## config.mk

```make
export PLATFORM = sky130hd
export DESIGN_NAME = c8_ctrl
export DESIGN_NICKNAME = d
export VERILOG_FILES = /design/src/hw/rtl/c8_pkg.sv /design/src/hw/rtl/c8_ctrl.sv
export SDC_FILE = /design/constraint.sdc
export NUM_CORES = 1
export LEC_CHECK = 0
export CORE_MARGIN = 1
export CORE_UTILIZATION = 45
export DETAILED_ROUTE_END_ITERATION = 10
export DONT_BUFFER_PORTS = 1
export PLACE_DENSITY = 0.59
export SLEW_MARGIN = 20
export SYNTH_ARGS = -nofsm -noshare
export SYNTH_HDL_FRONTEND = slang
export SYNTH_SLANG_ARGS = --single-unit
```

## constraint.sdc

```tcl
create_clock -name clk -period 5.33 [get_ports clk]
set_clock_uncertainty 0.1 [all_clocks]
set_input_delay 0.533 -clock clk [delete_from_list [all_inputs] [get_ports clk]]
set_output_delay 0.533 -clock clk [all_outputs]
set_load 0.02 [all_outputs]
```

## src/hw/rtl/c8_pkg.sv

```systemverilog
// Shared types, step codes and constants for the CHIP-8 core.
`timescale 1ns / 1ps
package c8_pkg;

    localparam int ADDR_W  = 12;
    localparam int LEVEL_W = 5;
    localparam int CNT_W   = 12;

    localparam logic [11:0] PROG_START = 12'h200;
    localparam logic [11:0] ADDR_LAST  = 12'hFFF;
    localparam logic [11:0] FONT_BYTES = 12'h050;
    localparam logic [15:0] OP_CLS     = 16'h00E0;
    localparam logic [15:0] OP_RET     = 16'h00EE;

    // item kinds
    localparam logic [1:0] CMD_WRITE   = 2'd0;
    localparam logic [1:0] CMD_READ    = 2'd1;
    localparam logic [1:0] CMD_DISPRD  = 2'd2;
    localparam logic [1:0] CMD_EXEC    = 2'd3;

    // result status codes
    localparam logic [1:0] STAT_OK     = 2'd0;
    localparam logic [1:0] STAT_UNK    = 2'd1;
    localparam logic [1:0] STAT_OVF    = 2'd2;
    localparam logic [1:0] STAT_UNF    = 2'd3;

    // instruction classes seen by the controller
    localparam logic [2:0] K_SIMPLE = 3'd0;
    localparam logic [2:0] K_FLAG   = 3'd1;
    localparam logic [2:0] K_CLS    = 3'd2;
    localparam logic [2:0] K_DRAW   = 3'd3;
    localparam logic [2:0] K_BCD    = 3'd4;
    localparam logic [2:0] K_STORE  = 3'd5;
    localparam logic [2:0] K_LOAD   = 3'd6;
    localparam logic [2:0] K_ERR    = 3'd7;

    // controller states, sent to the datapath as the step command
    localparam logic [4:0] ST_CLEAR    = 5'd0;
    localparam logic [4:0] ST_IDLE     = 5'd1;
    localparam logic [4:0] ST_DISP     = 5'd2;
    localparam logic [4:0] ST_WAIT     = 5'd3;
    localparam logic [4:0] ST_FETCH_HI = 5'd4;
    localparam logic [4:0] ST_FETCH_LO = 5'd5;
    localparam logic [4:0] ST_REGRD    = 5'd6;
    localparam logic [4:0] ST_EXEC     = 5'd7;
    localparam logic [4:0] ST_CLS      = 5'd8;
    localparam logic [4:0] ST_DRAW_M   = 5'd9;
    localparam logic [4:0] ST_DRAW_A   = 5'd10;
    localparam logic [4:0] ST_DRAW_B   = 5'd11;
    localparam logic [4:0] ST_FLAG     = 5'd12;
    localparam logic [4:0] ST_BCD      = 5'd13;
    localparam logic [4:0] ST_STORE_RD = 5'd14;
    localparam logic [4:0] ST_STORE_WR = 5'd15;
    localparam logic [4:0] ST_LOAD_RD  = 5'd16;
    localparam logic [4:0] ST_LOAD_WR  = 5'd17;
    localparam logic [4:0] ST_DONE     = 5'd18;

    typedef struct packed {
        logic [4:0] step;
    } dp_cmd_t;

    typedef struct packed {
        logic [1:0] item_cmd;
        logic [2:0] kind;
        logic       loop_end;
        logic       out_busy;
    } dp_stat_t;

    localparam logic [7:0] FONT [0:79] = '{
        8'hF0, 8'h90, 8'h90, 8'h90, 8'hF0, 8'h20, 8'h60, 8'h20, 8'h20, 8'h70,
        8'hF0, 8'h10, 8'hF0, 8'h80, 8'hF0, 8'hF0, 8'h10, 8'hF0, 8'h10, 8'hF0,
        8'h90, 8'h90, 8'hF0, 8'h10, 8'h10, 8'hF0, 8'h80, 8'hF0, 8'h10, 8'hF0,
        8'hF0, 8'h80, 8'hF0, 8'h90, 8'hF0, 8'hF0, 8'h10, 8'h20, 8'h40, 8'h40,
        8'hF0, 8'h90, 8'hF0, 8'h90, 8'hF0, 8'hF0, 8'h90, 8'hF0, 8'h10, 8'hF0,
        8'hF0, 8'h90, 8'hF0, 8'h90, 8'h90, 8'hE0, 8'h90, 8'hE0, 8'h90, 8'hE0,
        8'hF0, 8'h80, 8'h80, 8'h80, 8'hF0, 8'hE0, 8'h90, 8'h90, 8'h90, 8'hE0,
        8'hF0, 8'h80, 8'hF0, 8'h80, 8'hF0, 8'hF0, 8'h80, 8'hF0, 8'h80, 8'h80
    };

endpackage

```

## src/hw/rtl/c8_ctrl.sv

```systemverilog
// Sequencing state machine of the CHIP-8 core.
`timescale 1ns / 1ps
module c8_ctrl
    import c8_pkg::*;
(
    input  logic     clk,
    input  logic     rst_n,
    input  logic     in_valid,
    output logic     in_ready,
    input  dp_stat_t stat,
    output dp_cmd_t  cmd
);

    logic [4:0] state_reg;
    logic [4:0] state_next;

    assign cmd.step = state_reg;
    assign in_ready = (state_reg == ST_IDLE);

    always_comb
    begin
        state_next = state_reg;
        unique case (state_reg)
            ST_CLEAR:    if (stat.loop_end) state_next = ST_IDLE;
            ST_IDLE:     if (in_valid) state_next = ST_DISP;
            ST_DISP:
            begin
                unique case (stat.item_cmd)
                    CMD_WRITE:  state_next = ST_DONE;
                    CMD_READ:   state_next = ST_WAIT;
                    CMD_DISPRD: state_next = ST_WAIT;
                    default:    state_next = ST_FETCH_HI;
                endcase
            end
            ST_WAIT:     state_next = ST_DONE;
            ST_FETCH_HI: state_next = ST_FETCH_LO;
            ST_FETCH_LO: state_next = ST_REGRD;
            ST_REGRD:    state_next = ST_EXEC;
            ST_EXEC:
            begin
                unique case (stat.kind)
                    K_FLAG:  state_next = ST_FLAG;
                    K_CLS:   state_next = ST_CLS;
                    K_DRAW:  state_next = ST_DRAW_M;
                    K_BCD:   state_next = ST_BCD;
                    K_STORE: state_next = ST_STORE_RD;
                    K_LOAD:  state_next = ST_LOAD_RD;
                    default: state_next = ST_DONE;
                endcase
            end
            ST_CLS:      if (stat.loop_end) state_next = ST_DONE;
            ST_DRAW_M:   state_next = stat.loop_end ? ST_FLAG : ST_DRAW_A;
            ST_DRAW_A:   state_next = ST_DRAW_B;
            ST_DRAW_B:   state_next = ST_DRAW_M;
            ST_FLAG:     state_next = ST_DONE;
            ST_BCD:      if (stat.loop_end) state_next = ST_DONE;
            ST_STORE_RD: state_next = ST_STORE_WR;
            ST_STORE_WR: state_next = stat.loop_end ? ST_DONE : ST_STORE_RD;
            ST_LOAD_RD:  state_next = ST_LOAD_WR;
            ST_LOAD_WR:  state_next = stat.loop_end ? ST_DONE : ST_LOAD_RD;
            ST_DONE:     if (!stat.out_busy) state_next = ST_IDLE;
            default:     state_next = ST_IDLE;
        endcase
    end

    always_ff @(posedge clk or negedge rst_n)
    begin
        if (!rst_n)
            state_reg <= ST_CLEAR;
        else
            state_reg <= state_next;
    end

endmodule

```

# Word level (Yosys, flattened, before mapping)
# Index checks and enable logic that the tools add are counted.
[totals] reg_bits=5 inputBits=10 output_inout_bits=6 elab_cells=47
[op_classes] eq_ne=30 muxes=10 n_reduce_logical=6
[ops] cell="one-hot mux 5 bit (17 select lines)" count=1
[ops] cell="== test 5 x 4 -> 1 bit, second input constant" count=8
[ops] cell="one-hot mux 5 bit (6 select lines)" count=1
[ops] cell="2-to-1 mux 5 bit" count=5
[ops] cell="== test 5 x 3 -> 1 bit, second input constant" count=4
[ops] cell="== test 5 bit, second input constant" count=3
[ops] cell="== test 5 x 2 -> 1 bit, second input constant" count=2
[ops] cell="one-hot mux 5 bit (2 select lines)" count=1
[ops] cell="== test 3 bit, second input constant" count=3
[ops] cell="== test 3 x 2 -> 1 bit, second input constant" count=2
[ops] cell="!= test 2 bit, second input constant" count=3
[ops] cell="OR reduction 2 bit" count=3
[ops] cell="== test 5 x 1 -> 1 bit, second input constant" count=1
[ops] cell="logical NOT 5 bit" count=1
[ops] cell="AND reduction 4 bit" count=1
[ops] cell="== test 3 x 1 -> 1 bit, second input constant" count=1
[ops] cell="2-to-1 mux 3 bit" count=1
[ops] cell="== test 2 x 1 -> 1 bit, second input constant" count=1
[ops] cell="== test 2 bit, second input constant" count=1
[ops] cell="logical NOT 2 bit" count=1
[ops] cell="2-to-1 mux 2 bit" count=1
[ops] cell="!= test 2 x 1 -> 1 bit, second input constant" count=1

# Logic depth before layout (Yosys ltp)
[depth] ltp_word=4 mapped_depth=7 depth_no_buf=7

# Worst setup path after synthesis
# OpenSTA, ideal clock, no wires.
[synth_timing] path_type="reg-to-output" start="reg state_reg[0] (netlist: cmd[0])" end="out in_ready" t_arrival_ns=1.389 t_required_ns=4.697 setup_slack_ns=3.308 path_stages_with_launch=3 n_path_buf=0 path_cell_list="dfrtp_1 > or3b_1 > nor3_1"
[synth_between] elab_chain_len=1
[synth_rtl] item="from (decl)" line_no="c8_ctrl.sv:14" text="logic [4:0] state_reg;"
[synth_rtl] item="from (signal assigned)" line_no="c8_ctrl.sv:71" text="state_reg <= state_next;"
[synth_rtl] item="== test 5 x 1 -> 1 bit" line_no="c8_ctrl.sv:18" text="assign in_ready = (state_reg == ST_IDLE);"
[synth_rtl] item="to (decl)" line_no="c8_ctrl.sv:9" text="output logic in_ready,"
# Every way passes these cells.

# Worst setup path in the final report
# Same ends and word-level chain as after synthesis.

==> metrics.yaml <==
status:
  status: "finished, final reports clean"
drt:
  drtIter0Drc: 17
  wire_per_inst_um: 14.5
  drc: 0
  ant_nets: 0
  dr_total_vias: 627
  via_per_inst: 6.33
  drt-pass1-iter-count: 4
  drt_wl_total_um: 1440
sta:
  worst_pin_slew_ps: 634
  final-max-slew-violation-count: 0
  timing.final.hold_violations: 0
  rsz0062_at_grt: "false"
  relSlewSlack_pct: 57.4
  min_period_ps: 2570
  worst_slack_ps: 2760
  finalSetupViolations: 0
  setup_tns_ps: 0
  clock.fmax_mhz: 390
  period_share_pct: 48.1
synthesis:
  synth_most_common_cell: "nor2_1"
  syn-num-nets: 97
  syn_area_per_cell_um2: 6.98
  syn_area_um2: 593
  synth_top_area_share_pct: 21.1
  ys_ff_latch: 5
  synth_edf_count: 0
  async_flop_share_pct: 100
  synth_area_leader_cell: "dfrtp_1"
  ys_seq_area_share_pct: 21.1
  yosysWarnings: 0
  synthTopCellsByArea: "dfrtp_1 (21%), nor2_1 (6.3%), a21oi_1 (5.9%)"
  synth-main-ff-cell: "dfrtp_1"
  ys_types: 34
  synth_common_cells: "nor2_1 (10), a21oi_1 (7), nand2_1 (7), inv_1 (6), nor3_1 (6)"
  netlist_instances: 85
cts:
  cts_tree: "yes"
  cts.sinks: 5
  cts_buffer_depth: 2
  cts_resized: 0
  cts_max_level: 1
  cts_buffers: 3
  clk_latency_ps: 230
  clockRootBuffer: "clkbuf_4"
  clk_pin_slew_ps: 40
die:
  coreArea_mm2: 0.00117
  num_io_pins: 16
  rows: 12
  initial_core_util_pct: 50.6
  die_area_mm2: 0.00147
  fp.dieH_um: 38.3
  die_width_um: 38.3
place:
  pre_cts_ws_ps: 3010
  hpwl_um: 1070
  gp_congestion: 0.835
  port_buffers: 0
critical_path:
  r2r_slack_ps: 3130
  crit_start: "cmd[0]"
  critPathArrivalTime_ps: 1930
  cp-end-kind: "output pin"
  worstSetupStartpointType: "flip-flop"
  rr_startpoint: "cmd[0]"
  reg2reg_depth: 5
  critPathKind: "reg -> out"
  cp_max_fo: 17
  r2r-end: "cmd[1]"
  cp.required_ps: 4700
global_routing:
  grt_antenna_before_repair: 0
  grtUsageTotal_pct: 23.5
  grt_max_degree: 18
  grt_remaining_overflow: 0
  first_global_vias: 542
  grt_pass1_wl_um: 2350
cells_and_area:
  ff_latch_area_um2: 125
  utilization_pct: 53.4
  multiInputGateArea_um2: 424
  drive_gt1_share_pct: 5.88
  n_antenna_cell: 0
  nFillCells: 135
  area_growth_pct: 5.49
  largest_reg_flops: 5
  fin_nets: 98
power_and_ir_drop:
  p_per_area_mw_per_mm2: 579
  p_leak_nw: 0.271
  peakVddDrop_mv: 0.380
flow_run:
  maxCapViolations: 0
min_path:
  hold_end: "cmd[4]"
  min_from: "stat[0]"
  hold_depth: 2
  hold_class: "in -> reg"
==> critical path, cell delays in order (launching register included) <==
cell,delay [ps]
dfrtp_1,730
or3b_1,460
nor3_1,510
==> worst max-delay path by stage <==
stage / end / slack [ps] / depth (start not counted)
floorplan: in_ready / 3310 / 2
global placement: in_ready / 3020 / 2
detailed placement: in_ready / 3010 / 2
CTS: in_ready / 2750 / 2
global route: in_ready / 2670 / 2
finish: in_ready / 2760 / 2
==> per-stage QoR <==
stage	area, um2	hold WS, ps	total power (W)	std cells
global route	626	495	0.000400	99
floorplan	593	137	0.000281	85
CTS	626	453	0.000362	99
finish	626	463	0.000362	99
global placement	589	137	0.000318	94
detailed placement	589	138	0.000318	94
==> cell families (layout without fill, tap and decap cells) <==
logic type	count (synthesis)	count (layout)	synth area share [%]
flip-flops	5	5	21.1
buffers and inverters	11	11	7.38
AO/OA/AOI/OAI	29	29	32.5
adder cells (fa/ha/maj)	2	2	4.22
AND/OR/NAND/NOR	38	38	34.8
==> layout by cell type, fill, tap and decap left out, types with 2 or more instances in the layout <==
| cell | n |
|---|---|
| nor2b_1 | 2 |
| dfrtp_1 | 5 |
| nor2_1 | 10 |
| a31oi_1 | 3 |
| o21ai_1 | 2 |
| a21oi_1 | 7 |
| ha_1 | 2 |
| clkbuf_4 | 3 |
| a211o_1 | 2 |
| nand2_1 | 7 |
| o21ai_0 | 5 |
| inv_1 | 6 |
| nor3_1 | 6 |
| and3_1 | 2 |
| or3b_1 | 2 |
| o31ai_1 | 2 |
==> routing by layer <==
metal / vias up / track usage (%) / share of wire (%)
met5: - / 0 / 0
met1: 289 / 33.0 / 49
met2: 21 / 34.7 / 46
met4: 0 / 10.7 / 0
met3: 0 / 4.07 / 5.4
li1: 317 / - / -
==> report_power, final <==
part	internal (W)	total, W	switching (W)
clock network	0.0000281	0.0000410	0.0000129
logic	0.0000869	0.000186	0.0000994
registers	0.0000531	0.000135	0.0000817
total	0.000168	0.000362	0.000194
==> layout make-up <==
| cell class | count | share of cell area (%) |
|---|---|---|
| timing repair buffer | 1 | 1.60 |
| multi-input combinational | 69 | 67.8 |
| clock buffer | 4 | 4.20 |
| inverter | 6 | 3.60 |
| sequential | 5 | 20.0 |
| tap | 14 | 2.80 |
==> timing repair <==
item | in CTS | in global routing
endpoints found under the hold margin | 5 | 0
hold buffers | 1 | 0
buffers inserted | 0 | 0
(Power assumes the default switching activity.)
